--- src/hdl/tspt_pkg.sv ---
// package for the tire sensor packet tracker
// constants, types and state codes shared by every module but tspt_ram
`timescale 1ns / 1ps
package tspt_pkg;
    localparam int TABLE_ENTRIES = 16;
    localparam int SLOT_COUNT    = 4;
    localparam int IDX_W         = $clog2(TABLE_ENTRIES);
    localparam int SLOT_W        = (SLOT_COUNT > 1) ? $clog2(SLOT_COUNT) : 1;
    localparam int ENTRY_W       = 1 + 32 + 8 + 24 + 15 + 32;
    localparam logic [4:0]  PACKET_BYTES = 5'd9;
    localparam logic [31:0] WINDOW_RESET = 32'd7200000;
    localparam logic [2:0]  REG_SEL0 = 3'd0;
    localparam logic [2:0]  REG_WINDOW = 3'd4;

    typedef enum logic [1:0] {
        ST_OK      = 2'd0,
        ST_BAD_LEN = 2'd1,
        ST_BAD_CHK = 2'd2
    } status_t;

    typedef enum logic [1:0] {
        MODE_MANUAL = 2'd0,
        MODE_ZERO   = 2'd1,
        MODE_ONE    = 2'd2
    } mode_t;

    typedef enum logic [2:0] {
        S_IDLE,
        S_SCAN,
        S_WRITE,
        S_BUILD,
        S_DONE
    } state_t;

    typedef struct packed {
        logic        used;
        logic [31:0] id;
        logic [7:0]  wheel;
        logic [23:0] reading;
        logic [14:0] link;
        logic [31:0] seen;
    } entry_t;
endpackage

--- src/hdl/tire_sensor_packet_tracker.sv ---
// top level of the tire sensor packet tracker
// depends on tspt_pkg, tspt_cfg and tspt_engine
`timescale 1ns / 1ps
// A rejected packet (wrong length or bad check byte) gives its word in the
// cycle after acceptance. For a good packet, one pass over the entry memory
// finds the match, free or oldest entry, one write stores the packet, and a
// second pass rebuilds the slot suggestions; the entry memory has a single
// read port, so each pass reads the entries one by one.
// One packet is in work at a time. Reset clears a valid bit per entry, so
// the table starts empty although the memory itself is not cleared.
module tire_sensor_packet_tracker import tspt_pkg::*; (
    input  logic        clk,
    input  logic        rst_n,
    input  logic        psel,
    input  logic        penable,
    input  logic        pwrite,
    input  logic [4:0]  paddr,
    input  logic [31:0] pwdata,
    output logic [31:0] prdata,
    output logic        pready,
    input  logic        in_valid,
    output logic        in_stall,
    input  logic [4:0]  packet_length,
    input  logic [31:0] id_word,
    input  logic [7:0]  wheel_byte,
    input  logic [7:0]  flag_pressure_byte,
    input  logic [7:0]  pressure_low_byte,
    input  logic [7:0]  temperature_byte,
    input  logic [7:0]  check_byte,
    input  logic signed [7:0] signal_strength,
    input  logic [6:0]  link_quality,
    input  logic [31:0] now_ms,
    output logic        out_valid,
    input  logic        out_stall,
    output logic [1:0]  status,
    output logic [3:0]  entry_index,
    output logic [11:0] pressure_kpa,
    output logic signed [7:0] temperature_c,
    output logic [3:0]  sensor_flags,
    output logic [3:0]  publish_mask,
    output logic [1:0]  mapping_mode,
    output logic        suggestions_changed,
    output logic [31:0] suggest_slot0,
    output logic [31:0] suggest_slot1,
    output logic [31:0] suggest_slot2,
    output logic [31:0] suggest_slot3
);
    logic [31:0] sel_id [4];
    logic [31:0] window;
    logic [7:0]  temp_u;
    logic [7:0]  rssi_u;

    assign pready = 1'b1;
    assign rssi_u = signal_strength;
    assign temperature_c = temp_u;

    tspt_cfg u_cfg (
        .clk(clk), .rst_n(rst_n), .psel(psel), .penable(penable),
        .pwrite(pwrite), .paddr(paddr), .pwdata(pwdata), .prdata(prdata),
        .sel_id(sel_id), .window(window)
    );

    tspt_engine u_engine (
        .clk(clk), .rst_n(rst_n), .in_valid(in_valid), .in_stall(in_stall),
        .packet_length(packet_length), .id_word(id_word), .wheel_byte(wheel_byte),
        .flag_pressure_byte(flag_pressure_byte),
        .pressure_low_byte(pressure_low_byte),
        .temperature_byte(temperature_byte), .check_byte(check_byte),
        .signal_strength(rssi_u), .link_quality(link_quality),
        .sel_id(sel_id), .window(window), .out_valid(out_valid),
        .out_stall(out_stall), .status(status), .entry_index(entry_index),
        .pressure_kpa(pressure_kpa), .temperature_c(temp_u),
        .sensor_flags(sensor_flags), .publish_mask(publish_mask),
        .mapping_mode(mapping_mode), .suggestions_changed(suggestions_changed),
        .suggest_slot0(suggest_slot0), .suggest_slot1(suggest_slot1),
        .suggest_slot2(suggest_slot2), .suggest_slot3(suggest_slot3),
        .now_ms(now_ms)
    );
endmodule

--- src/hdl/tspt_ram.sv ---
// generic single-port write, single read port ram with registered read
// no dependencies
`timescale 1ns / 1ps
module tspt_ram #(
    parameter int WIDTH = 8,
    parameter int DEPTH = 16
) (
    input  logic                     clk,
    input  logic                     we,
    input  logic [$clog2(DEPTH)-1:0] waddr,
    input  logic [WIDTH-1:0]         wdata,
    input  logic [$clog2(DEPTH)-1:0] raddr,
    output logic [WIDTH-1:0]         rdata
);
    logic [WIDTH-1:0] mem [DEPTH];

    always_ff @(posedge clk)
    begin
        if (we)
        begin
            mem[waddr] <= wdata;
        end
        rdata <= mem[raddr];
    end
endmodule

--- src/hdl/tspt_cfg.sv ---
// apb register file: slot selections and visibility window
// depends on tspt_pkg
`timescale 1ns / 1ps
module tspt_cfg import tspt_pkg::*; (
    input  logic        clk,
    input  logic        rst_n,
    input  logic        psel,
    input  logic        penable,
    input  logic        pwrite,
    input  logic [4:0]  paddr,
    input  logic [31:0] pwdata,
    output logic [31:0] prdata,
    output logic [31:0] sel_id [4],
    output logic [31:0] window
);
    logic [31:0] sel_reg [4];
    logic [31:0] window_reg;
    logic [2:0]  ridx;

    assign ridx = paddr[4:2];

    always_ff @(posedge clk or negedge rst_n)
    begin
        if (!rst_n)
        begin
            for (int i = 0; i < 4; i++) sel_reg[i] <= '0;
            window_reg <= WINDOW_RESET;
        end
        else if (psel && penable && pwrite)
        begin
            if (ridx < REG_WINDOW) sel_reg[ridx[1:0]] <= pwdata;
            else if (ridx == REG_WINDOW) window_reg <= pwdata;
        end
    end

    always_comb
    begin
        if (ridx < REG_WINDOW) prdata = sel_reg[ridx[1:0]];
        else if (ridx == REG_WINDOW) prdata = window_reg;
        else prdata = '0;
    end

    assign sel_id = sel_reg;
    assign window = window_reg;
endmodule

--- src/hdl/tspt_engine.sv ---
// packet check, table upsert and suggestion rebuild over the entry memory
// depends on tspt_pkg and tspt_ram
`timescale 1ns / 1ps
module tspt_engine import tspt_pkg::*; (
    input  logic        clk,
    input  logic        rst_n,
    input  logic        in_valid,
    output logic        in_stall,
    input  logic [4:0]  packet_length,
    input  logic [31:0] id_word,
    input  logic [7:0]  wheel_byte,
    input  logic [7:0]  flag_pressure_byte,
    input  logic [7:0]  pressure_low_byte,
    input  logic [7:0]  temperature_byte,
    input  logic [7:0]  check_byte,
    input  logic [7:0]  signal_strength,
    input  logic [6:0]  link_quality,
    input  logic [31:0] sel_id [4],
    input  logic [31:0] window,
    output logic        out_valid,
    input  logic        out_stall,
    output logic [1:0]  status,
    output logic [3:0]  entry_index,
    output logic [11:0] pressure_kpa,
    output logic [7:0]  temperature_c,
    output logic [3:0]  sensor_flags,
    output logic [3:0]  publish_mask,
    output logic [1:0]  mapping_mode,
    output logic        suggestions_changed,
    output logic [31:0] suggest_slot0,
    output logic [31:0] suggest_slot1,
    output logic [31:0] suggest_slot2,
    output logic [31:0] suggest_slot3,
    input  logic [31:0] now_ms
);
    state_t state_reg, state_next;
    logic [IDX_W:0]   cnt_reg, cnt_next;
    logic             rd_ok_reg, rd_ok_next;
    logic [IDX_W-1:0] raddr;
    entry_t           rdata, wdata;
    logic             we;
    logic [IDX_W-1:0] waddr;
    logic [TABLE_ENTRIES-1:0] vld_reg;

    logic [31:0] id_reg, now_reg;
    logic [7:0]  wheel_reg;
    logic [7:0]  fp_reg, plo_reg, temp_reg;
    logic [7:0]  rssi_reg;
    logic [6:0]  lqi_reg;
    logic        match_reg, free_reg;
    logic [IDX_W-1:0] hit_reg, free_idx_reg, old_idx_reg;
    logic [31:0] old_age_reg;
    logic        zero_seen_reg, top_seen_reg;
    logic [31:0] sugg_reg [SLOT_COUNT];
    logic [31:0] fresh_reg [SLOT_COUNT];
    logic [31:0] best_reg [SLOT_COUNT];
    logic [IDX_W-1:0] tgt_reg;

    logic        ov_reg;
    logic [1:0]  st_reg;
    logic [3:0]  idx_out_reg, mask_reg;
    logic        chg_reg;

    logic [7:0]  xsum;
    logic [31:0] age;
    logic [1:0]  mode;
    logic [IDX_W-1:0] ridx;
    logic        rd_used;
    logic        slot_ok;
    logic [SLOT_W-1:0] slot;
    logic        accept;
    logic        good;
    logic [3:0]  mask_c;
    logic        chg_c;

    tspt_ram #(.WIDTH(ENTRY_W), .DEPTH(TABLE_ENTRIES)) u_ram (
        .clk(clk), .we(we), .waddr(waddr), .wdata(wdata),
        .raddr(raddr), .rdata(rdata)
    );

    assign accept   = in_valid && !in_stall;
    assign in_stall = (state_reg != S_IDLE) || (ov_reg && out_stall);
    assign xsum = id_word[31:24] ^ id_word[23:16] ^ id_word[15:8] ^ id_word[7:0]
                ^ wheel_byte ^ flag_pressure_byte ^ pressure_low_byte ^ temperature_byte;
    assign good = (packet_length == PACKET_BYTES) && (xsum == check_byte);
    assign ridx = cnt_reg[IDX_W-1:0] - 1'b1;
    assign raddr = cnt_reg[IDX_W-1:0];
    assign age  = now_reg - rdata.seen;
    assign rd_used = vld_reg[ridx] && rdata.used;

    always_comb
    begin
        if (zero_seen_reg && !top_seen_reg) mode = MODE_ZERO;
        else if (top_seen_reg && !zero_seen_reg) mode = MODE_ONE;
        else mode = MODE_MANUAL;
    end

    always_comb
    begin
        slot_ok = 1'b0;
        slot    = '0;
        if (mode == MODE_ZERO && {24'd0, rdata.wheel} < SLOT_COUNT)
        begin
            slot_ok = 1'b1;
            slot    = rdata.wheel[SLOT_W-1:0];
        end
        else if (mode == MODE_ONE && rdata.wheel != 8'd0
                 && {24'd0, rdata.wheel} <= SLOT_COUNT)
        begin
            slot_ok = 1'b1;
            slot    = SLOT_W'(rdata.wheel - 8'd1);
        end
    end

    always_comb
    begin
        mask_c = '0;
        for (int s = 0; s < 4 && s < SLOT_COUNT; s++)
            mask_c[s] = (sel_id[s] != '0) && (sel_id[s] == id_reg);
        chg_c = 1'b0;
        for (int s = 0; s < SLOT_COUNT; s++)
            if (sugg_reg[s] != fresh_reg[s]) chg_c = 1'b1;
    end

    always_comb
    begin
        state_next = state_reg;
        cnt_next   = cnt_reg;
        rd_ok_next = 1'b0;
        we    = 1'b0;
        waddr = tgt_reg;
        wdata.used    = 1'b1;
        wdata.id      = id_reg;
        wdata.wheel   = wheel_reg;
        wdata.reading = {fp_reg, plo_reg, temp_reg};
        wdata.link    = {rssi_reg, lqi_reg};
        wdata.seen    = now_reg;
        unique case (state_reg)
            S_IDLE:
            begin
                if (accept && good)
                begin
                    state_next = S_SCAN;
                    cnt_next   = '0;
                end
            end
            S_SCAN, S_BUILD:
            begin
                if (cnt_reg < (IDX_W+1)'(TABLE_ENTRIES))
                begin
                    cnt_next   = cnt_reg + 1'b1;
                    rd_ok_next = 1'b1;
                end
                else if (!rd_ok_reg)
                begin
                    state_next = (state_reg == S_SCAN) ? S_WRITE : S_DONE;
                    cnt_next   = '0;
                end
            end
            S_WRITE:
            begin
                we = 1'b1;
                state_next = S_BUILD;
                cnt_next   = '0;
            end
            S_DONE:
            begin
                state_next = S_IDLE;
            end
            default:
            begin
                state_next = S_IDLE;
            end
        endcase
    end

    always_ff @(posedge clk or negedge rst_n)
    begin
        if (!rst_n)
        begin
            state_reg     <= S_IDLE;
            cnt_reg       <= '0;
            rd_ok_reg     <= 1'b0;
            ov_reg        <= 1'b0;
            vld_reg       <= '0;
            zero_seen_reg <= 1'b0;
            top_seen_reg  <= 1'b0;
            for (int s = 0; s < SLOT_COUNT; s++) sugg_reg[s] <= '0;
        end
        else
        begin
            state_reg <= state_next;
            cnt_reg   <= cnt_next;
            rd_ok_reg <= rd_ok_next;
            if (state_reg == S_DONE || (accept && !good)) ov_reg <= 1'b1;
            else if (!out_stall) ov_reg <= 1'b0;
            if (state_reg == S_WRITE)
            begin
                vld_reg[tgt_reg] <= 1'b1;
                if (wheel_reg == 8'd0) zero_seen_reg <= 1'b1;
                if ({24'd0, wheel_reg} == SLOT_COUNT) top_seen_reg <= 1'b1;
            end
            if (state_reg == S_DONE)
            begin
                for (int s = 0; s < SLOT_COUNT; s++) sugg_reg[s] <= fresh_reg[s];
            end
        end
    end

    always_ff @(posedge clk)
    begin
        if (accept)
        begin
            id_reg    <= id_word;
            now_reg   <= now_ms;
            wheel_reg <= wheel_byte;
            fp_reg    <= flag_pressure_byte;
            plo_reg   <= pressure_low_byte;
            temp_reg  <= temperature_byte;
            rssi_reg  <= signal_strength;
            lqi_reg   <= link_quality;
            match_reg <= 1'b0;
            free_reg  <= 1'b0;
            old_age_reg <= '0;
            old_idx_reg <= '0;
            if (packet_length != PACKET_BYTES) st_reg <= ST_BAD_LEN;
            else if (xsum != check_byte) st_reg <= ST_BAD_CHK;
            else st_reg <= ST_OK;
            idx_out_reg <= '0;
            mask_reg    <= '0;
            chg_reg     <= 1'b0;
        end
        if (state_reg == S_SCAN && rd_ok_reg)
        begin
            if (rd_used && rdata.id == id_reg && !match_reg)
            begin
                match_reg <= 1'b1;
                hit_reg   <= ridx;
            end
            if (!free_reg)
            begin
                if (!rd_used)
                begin
                    free_reg     <= 1'b1;
                    free_idx_reg <= ridx;
                end
                else if (age >= old_age_reg)
                begin
                    old_age_reg <= age;
                    old_idx_reg <= ridx;
                end
            end
        end
        if (state_reg == S_SCAN && state_next == S_WRITE)
        begin
            if (match_reg) tgt_reg <= hit_reg;
            else if (free_reg) tgt_reg <= free_idx_reg;
            else tgt_reg <= old_idx_reg;
        end
        if (state_reg == S_WRITE)
        begin
            for (int s = 0; s < SLOT_COUNT; s++)
            begin
                fresh_reg[s] <= '0;
                best_reg[s]  <= '0;
            end
        end
        if (state_reg == S_BUILD && rd_ok_reg && rd_used && age <= window && slot_ok
            && rdata.seen >= best_reg[slot])
        begin
            best_reg[slot]  <= rdata.seen;
            fresh_reg[slot] <= rdata.id;
        end
        if (state_reg == S_DONE)
        begin
            idx_out_reg <= 4'(tgt_reg);
            mask_reg    <= mask_c;
            chg_reg     <= chg_c;
        end
    end

    assign out_valid    = ov_reg;
    assign status       = st_reg;
    assign entry_index  = idx_out_reg;
    assign pressure_kpa = (st_reg == ST_OK) ? {fp_reg[3:0], plo_reg} : '0;
    assign temperature_c = (st_reg == ST_OK) ? temp_reg : '0;
    assign sensor_flags = (st_reg == ST_OK) ? fp_reg[7:4] : '0;
    assign publish_mask = mask_reg;
    assign mapping_mode = mode;
    assign suggestions_changed = chg_reg;
    assign suggest_slot0 = sugg_reg[0];
    assign suggest_slot1 = (SLOT_COUNT > 1) ? sugg_reg[1 % SLOT_COUNT] : '0;
    assign suggest_slot2 = (SLOT_COUNT > 2) ? sugg_reg[2 % SLOT_COUNT] : '0;
    assign suggest_slot3 = (SLOT_COUNT > 3) ? sugg_reg[3 % SLOT_COUNT] : '0;
endmodule

--- config.mk ---
export PLATFORM = sky130hd
export DESIGN_NAME = tire_sensor_packet_tracker
export DESIGN_NICKNAME = d
export VERILOG_FILES = /design/src/hdl/tspt_pkg.sv /design/src/hdl/tire_sensor_packet_tracker.sv /design/src/hdl/tspt_ram.sv /design/src/hdl/tspt_cfg.sv /design/src/hdl/tspt_engine.sv
export SDC_FILE = /design/constraint.sdc
export NUM_CORES = 2
export LEC_CHECK = 0
export BUFFER_PORTS_ARGS = -buffer_cell sky130_fd_sc_hd__buf_2
export CAP_MARGIN = 5
export CORE_UTILIZATION = 45
export CTS_CLUSTER_DIAMETER = 100
export DETAILED_ROUTE_END_ITERATION = 10
export MAX_ROUTING_LAYER = met4
export SLEW_MARGIN = 10
export SYNTH_ARGS = -nofsm -noshare
export SYNTH_HDL_FRONTEND = slang
export SYNTH_SLANG_ARGS = --single-unit
--- constraint.sdc ---
create_clock -name clk -period 8.4 [get_ports clk]
set_input_delay 1.26 -clock clk [delete_from_list [all_inputs] [get_ports clk]]
set_output_delay 1.26 -clock clk [all_outputs]
set_load 0.02 [all_outputs]
# Word level (Yosys, flattened, before mapping)
# Memory sizes are Yosys's and may differ from the RTL's. A register that Yosys moved wholly into a read port is not among the register bits.
# Index checks and enable logic that the tools add are counted.
[classes]
n_addsub = 4
magnitude_cmp = 12
n_eq_ne = 25
mux = 74
n_bitwise = 12
n_reduce_logical = 56
[op_table]
columns = ["operator", "count"]
rows = [
  ["2-to-1 mux 32 bit", 12],
  ["equality test 32 bit", 5],
  ["bitwise mux 128 bit", 1],
  ["inequality test 32 bit", 4],
  ["nonzero test 32 bit", 4],
  ["binary-select mux 32 bit (select 2 bit)", 1],
  ["demux 32 bit (select 2 bit)", 1],
  [">= comparator 32 bit", 2],
  ["OR reduction 32 bit", 2],
  ["bitwise XOR 8 bit", 7],
  ["2-to-1 mux 4 bit", 11],
  ["less-or-equal comparator 32 bit", 1],
  ["subtractor 32 bit", 1],
  ["logical AND 1 bit", 28],
  ["2-to-1 mux 1 bit", 28],
  ["OR 16 bit", 1],
  ["2-to-1 mux 5 bit", 3],
  ["case mux 5 bit (3 select lines)", 1],
  ["2-to-1 mux 2 bit", 7],
  ["2-to-1 mux 12 bit", 1],
  ["2-to-1 mux 3 bit", 4],
  ["less-than comparator 4 x 5 -> 1 bit, second input constant", 2],
  ["equality test 3 x 2 -> 1 bit, second input constant", 3],
  ["case mux 3 bit (3 select lines)", 1],
  ["37 further kinds", 52],
]
[totals]
register_bits = 600
ramBits = 2032
input_bits = 168
out_inout_bits = 200
wordCells = 222
n_memories = 3
[mem_list]
columns = ["name", "words", "width", "rd", "rd_clocked_by_memory_dff", "write_ports", "line_no", "rtl"]
rows = [
  ["u_engine.u_ram.mem", 16, 111, 1, 1, 1, "tspt_ram.sv:15", "logic [WIDTH-1:0] mem [DEPTH];"],
  ["u_engine.best_reg", 4, 32, 1, 0, 4, "tspt_engine.sv:56", "logic [31:0] best_reg [SLOT_COUNT];"],
  ["u_engine.fresh_reg", 4, 32, 4, 0, 4, "tspt_engine.sv:55", "logic [31:0] fresh_reg [SLOT_COUNT];"],
]

# Logic depth before layout (Yosys ltp)
# An unclocked memory read counts as a cell.
[depth]
depth_word = 16
mapped_depth = 24
depth_no_buf = 21

# Modules after synthesis
# From an unflattened synthesis, not the netlist that was laid out.
[unflattened]
cells_unflattened = 6297
hier_area_um2 = 108165.0
[by_module_without_submodules]
columns = ["mod", "instances", "cells_per_inst", "area_per_inst_um2", "seq_area_each_um2"]
rows = [
  ["tspt_ram", 1, 2864, 69170.1, 56053.8],
  ["tspt_engine", 1, 2935, 31521.5, 16375.7],
  ["tspt_cfg", 1, 496, 7462.2, 4017.6],
  ["tire_sensor_packet_tracker", 1, 2, 11.3, 0.0],
]

# Least setup slack after synthesis
# Ideal clock, no wire load.
[synth_path]
kind = "register to register"
from = "register u_engine.state_reg[2]"
to = "register u_engine.vld_reg[0]"
setup_ps = 95
t_arrival_ps = 7135
t_required_ps = 8305
slack_ps = 1169
path_stages_with_launch = 6
n_path_buf = 1
synth_period_minus_slack_ps = 7231
path_cell_list = "dfrtp_1 > clkbuf_1 > nor3b_1 > or3b_2 > nor3_1 > or2_2"
[synth_via]
elab_chain_cells = 1
[synth_rtl]
columns = ["element", "line_no", "rtl"]
rows = [
  ["start: declaration", "tspt_engine.sv:36", "state_t state_reg, state_next;"],
  ["start signal: assignment", "tspt_engine.sv:192", "state_reg <= state_next;"],
  ["equality test 3 x 2 -> 1 bit", "tspt_engine.sv:197", "if (state_reg == S_WRITE)"],
  ["end signal: assignment", "tspt_engine.sv:185", "vld_reg <= '0;"],
  ["end signal: indexed assignment", "tspt_engine.sv:199", "vld_reg[tgt_reg] <= 1'b1;"],
  ["end: declaration", "tspt_engine.sv:43", "logic [TABLE_ENTRIES-1:0] vld_reg;"],
]
# Every way passes these cells.
# A chain may end at the register's enable or synchronous reset.

==> results_dict.tcl <==
set metrics [dict create \
    status "complete, no violations" \
    max_freq_mhz 139 \
    resized_cells_post_cts 0 \
    grt_max_degree 157 \
    finalWorstPathRequiredPeriod_ns 7.22 \
    synth_async_sr_flop_share 0.162 \
    max_reg_flops 1152 \
    post_drt_via_cell_ratio 5.69 \
    floorplan_die_width_um 428 \
    cts.sink_count 1953 \
    floorplan.initialDensity 0.455 \
    post_synth.cell_area_avg_um2 16.1 \
    final_min_period_over_clock_period 0.859 \
    cts_buffers 202 \
    synth_seq_area_share 0.686 \
    crit_path_max_fanout 66 \
    cp_data_arrival_time_ns 7.73 \
    clockBufferDepth 3 \
    synthDominantAreaCellType "sky130_fd_sc_hd__edfxtp_1" \
    dp_hpwl_um 145000 \
    finalMaxSlewViolations 0 \
    yosys_register_bits 1953 \
    first_global_vias 45800 \
    std_cell_rows 155 \
    worstSetupPathType "reg -> reg" \
    holdBufCountCts 0 \
    max_cap_viol_count 0 \
    routed-via-count 45600 \
    setup.worst_path.end "u_engine.best_reg[0][31]$_SDFFCE_PN0P_" \
    synth_top_cell_area_share 0.562 \
    grt_pass1_wl_um 326000 \
    power_switching_share 0.307 \
    fin_area_um2 93200 \
    setup-tns-final_ns 0 \
    coreArea_um2 179000 \
    ys.flop_type "sky130_fd_sc_hd__edfxtp_1" \
    reg2reg_setup_slack_ns 1.18 \
    hold_class "in -> async" \
    setup_viol 0 \
    clk-insertion-delay-late_ns 0.86 \
    nets 5748 \
    cts_root_buffer "sky130_fd_sc_hd__clkbuf_16" \
    grt_setup_unrepaired "false" \
    synth_net_count 5358 \
    timing.final.hold_violations 0 \
    power.static_leakage_nw 34.0 \
    post_synth_inst_count 5059 \
    drc 0 \
    ir_worst_vdd_mv 0.223 \
    place.gp.congestion 0.947 \
    postLayoutCoreUtil 0.519 \
    final.fill_count 14600 \
    pwr_density_cell_nw_per_um2 304 \
    rr_endpoint "u_engine.best_reg[0][31]$_SDFFCE_PN0P_" \
    numPortBuffers 349 \
    final_layout_size_suffix_gt1_frac 0.242 \
    detail_route.wl_per_cell_um 28.5 \
    ys_warn_count 0 \
    power_frac_comb 0.247 \
    gr-usage-all-layers 0.256 \
    ff2ff_path_depth 22 \
    floorplan.die.height_um 428 \
    netSwitchingPower_mw 8.68 \
    synth.top_cells.by_area "sky130_fd_sc_hd__edfxtp_1 (56%), sky130_fd_sc_hd__mux4_2 (11%), sky130_fd_sc_hd__dfrtp_1 (9.3%), sky130_fd_sc_hd__dfxtp_1 (2.7%), sky130_fd_sc_hd__nand2_1 (2.5%)" \
    design.portCount 368 \
    cp-start-kind "register" \
    area_growth_pct 14.1 \
    regMostFlops "u_engine.u_ram.mem" \
    synthDistinctLibCells 74 \
    power.internal_mw 19.6 \
    die-area_um2 183000 \
    antenna_left 0 \
    overall_routed_net_length_um 228000 \
    cts_tree "built" \
    clock_skew_ns 0.0545 \
    post_placement_cell_area_um2 86300 \
    worst_setup_hold_path_clk_slew_ns 0.06 \
    worst_setup_path_end_kind "register" \
    pwr-share-clk 0.320 \
    worst_path_required_ns 8.91 \
    cts_setup_buffers 0 \
    drt-pass1-iter-count 6 \
    crit-reg2reg-launch "u_engine.now_reg[0]$_DFFE_PP_" \
    clock_tree.htree_level_count 4 \
    synth.cell_area_um2 81600 \
    critPathLaunch "u_engine.now_reg[0]$_DFFE_PP_" \
    globalRoute.totalOverflow 0 \
    grt_antenna_before_repair 18 \
    tightest_slew_ns 1.25 \
    timing.max_slew.rel_slack 0.166 \
    number_of_enable_flip_flop_cells_after_synthesis 1527 \
    share_seq_of_total_power 0.433 \
    drt_iter0_markers 4459 \
]
[kinds of logic (layout without fill, tap and decap cells)]
family | after synthesis | after routing | share of synthesized area
adder cells (fa/ha/maj) | 131 | 131 | 0.0202
AND/OR/NAND/NOR | 1297 | 1297 | 0.0772
AO/OA/AOI/OAI | 354 | 354 | 0.0276
XOR/XNOR | 358 | 358 | 0.0396
other | 1 | 22 | 0.0000459
multiplexers | 541 | 541 | 0.129
buffers and inverters | 424 | 995 | 0.0207
flip-flops | 1953 | 1953 | 0.686
[cell usage after synthesis, types with 7 or more instances]
cell type and n:
sky130_fd_sc_hd__edfxtp_1 1527, sky130_fd_sc_hd__nand2_1 545, sky130_fd_sc_hd__mux4_2 396, sky130_fd_sc_hd__dfrtp_1 305, sky130_fd_sc_hd__and2_1 225, sky130_fd_sc_hd__xor2_1 182, sky130_fd_sc_hd__clkbuf_1 180, sky130_fd_sc_hd__xnor2_1 169
sky130_fd_sc_hd__inv_1 165, sky130_fd_sc_hd__nor2_1 151, sky130_fd_sc_hd__o21ai_0 140, sky130_fd_sc_hd__mux2_2 134, sky130_fd_sc_hd__ha_1 130, sky130_fd_sc_hd__nor4_1 113, sky130_fd_sc_hd__dfxtp_1 110, sky130_fd_sc_hd__nor3_1 59
sky130_fd_sc_hd__nand4_1 57, sky130_fd_sc_hd__nand3_1 55, sky130_fd_sc_hd__a21oi_1 48, sky130_fd_sc_hd__a21o_1 46, sky130_fd_sc_hd__buf_1 46, sky130_fd_sc_hd__o31ai_1 21, sky130_fd_sc_hd__or2_2 19, sky130_fd_sc_hd__nor2b_1 18
sky130_fd_sc_hd__buf_2 16, sky130_fd_sc_hd__and3_1 14, sky130_fd_sc_hd__buf_4 14, sky130_fd_sc_hd__nand2b_1 14, sky130_fd_sc_hd__o21a_1 12, sky130_fd_sc_hd__dfstp_2 11, sky130_fd_sc_hd__mux2i_1 11, sky130_fd_sc_hd__o22ai_1 11
sky130_fd_sc_hd__a31oi_1 10, sky130_fd_sc_hd__a211oi_1 8, sky130_fd_sc_hd__a221oi_1 8, sky130_fd_sc_hd__a22o_1 7
[final cells by class]
type	count	area, um2	area share
antenna	21	52.6	0.000564
clock buffer	265	5500	0.0591
clock inverter	120	1270	0.0136
inverter	165	624	0.00670
multi-input combinational	2682	24200	0.260
sequential	1953	56000	0.601
tap	2355	2950	0.0316
timing repair buffer	445	2600	0.0279
[routing by layer]
metal | vias to the layer above | global-route usage | routed length, um
li1 | 19900 | - | -
met1 | 23800 | 0.338 | 95900
met2 | 1556 | 0.393 | 108000
met3 | 348 | 0.0526 | 16000
met4 | 0 | 0.0938 | 8210
met5 | - | - | 0
[cell usage in the layout (no fill, tap or decap), drive strengths merged, types with 8 or more instances in the layout]
cell type     n
dfrtp       305
nand4        57
nor3         60
nand2b       14
nor4        113
clkbuf      265
dfxtp       110
and2        226
edfxtp     1527
ha          130
mux4        396
a21o         46
inv         173
bufinv       18
nand2       545
dfstp        11
xnor2       169
a221oi        9
clkinv       82
o31ai        21
nor2b        18
a211oi        8
a21oi        48
clkinvlp     12
diode        21
xor2        183
mux2i        11
nand3        55
and3         14
nor2        152
o22ai        11
o21ai       142
a31oi        11
o21a         12
buf         445
mux2        134
or2          19
[power groups by stage]
stage / registers, mW / clock network [mW] / logic, mW
3_5_place_dp: 12.4 / 0 / 7.05
3_3_place_gp: 12.4 / 0 / 6.99
6_report: 12.2 / 9.07 / 6.98
5_1_grt: 12.3 / 9.60 / 7.60
4_1_cts: 12.2 / 9.22 / 7.08
2_1_floorplan: 11.8 / 0 / 5.19
[how the worst min path moves through the flow]
| stage | startpoint | endpoint | slack [ns] | cells after the start |
|---|---|---|---|---|
| after floorplan | u_engine.vld_reg[14]$_DFFE_PN0P_ | u_engine.vld_reg[14]$_DFFE_PN0P_ | 0.43 | 1 |
| after global placement | u_engine.vld_reg[14]$_DFFE_PN0P_ | u_engine.vld_reg[14]$_DFFE_PN0P_ | 0.45 | 1 |
| after detailed placement | u_engine.vld_reg[8]$_DFFE_PN0P_ | u_engine.vld_reg[8]$_DFFE_PN0P_ | 0.45 | 1 |
| after CTS | rst_n | u_engine.suggest_slot3[15]$_DFFE_PN0P_ | 0.39 | 1 |
| after global routing | rst_n | u_engine.suggest_slot3[15]$_DFFE_PN0P_ | 0.44 | 1 |
| final | rst_n | u_engine.suggest_slot3[15]$_DFFE_PN0P_ | 0.41 | 1 |
[stage by stage]
stage	hold slack (ns)	worst slack, ns	std cells	power (mW)
after floorplan	0.434	1.17	5059	17.0
after global placement	0.446	1.27	7600	19.4
after detailed placement	0.449	1.21	7600	19.5
after CTS	0.395	1.16	7985	28.5
after global routing	0.439	0.722	7996	29.5
final	0.406	1.18	8006	28.3
[worst max-delay path, stage by stage, from the launching register on]
cell,delay [ns]
sky130_fd_sc_hd__edfxtp_1,0.66
sky130_fd_sc_hd__inv_1,0.13
sky130_fd_sc_hd__ha_1,0.26
sky130_fd_sc_hd__fa_1,0.41
sky130_fd_sc_hd__nor2b_1,0.17
sky130_fd_sc_hd__o31a_1,0.22
sky130_fd_sc_hd__o2111ai_1,0.15
sky130_fd_sc_hd__nand3_1,0.24
sky130_fd_sc_hd__a211oi_1,0.12
sky130_fd_sc_hd__nor3_1,0.49
sky130_fd_sc_hd__a31oi_1,0.19
sky130_fd_sc_hd__xnor2_1,0.38
sky130_fd_sc_hd__ha_1,0.33
sky130_fd_sc_hd__and4_1,0.18
sky130_fd_sc_hd__a221o_1,0.37
sky130_fd_sc_hd__a221oi_2,0.29
sky130_fd_sc_hd__o211ai_1,0.14
sky130_fd_sc_hd__o311ai_1,0.34
sky130_fd_sc_hd__o211ai_1,0.14
sky130_fd_sc_hd__buf_4,0.41
sky130_fd_sc_hd__nor4b_4,0.36
sky130_fd_sc_hd__or2_4,0.54
sky130_fd_sc_hd__buf_12,0.29
(Power assumes the default switching activity.)
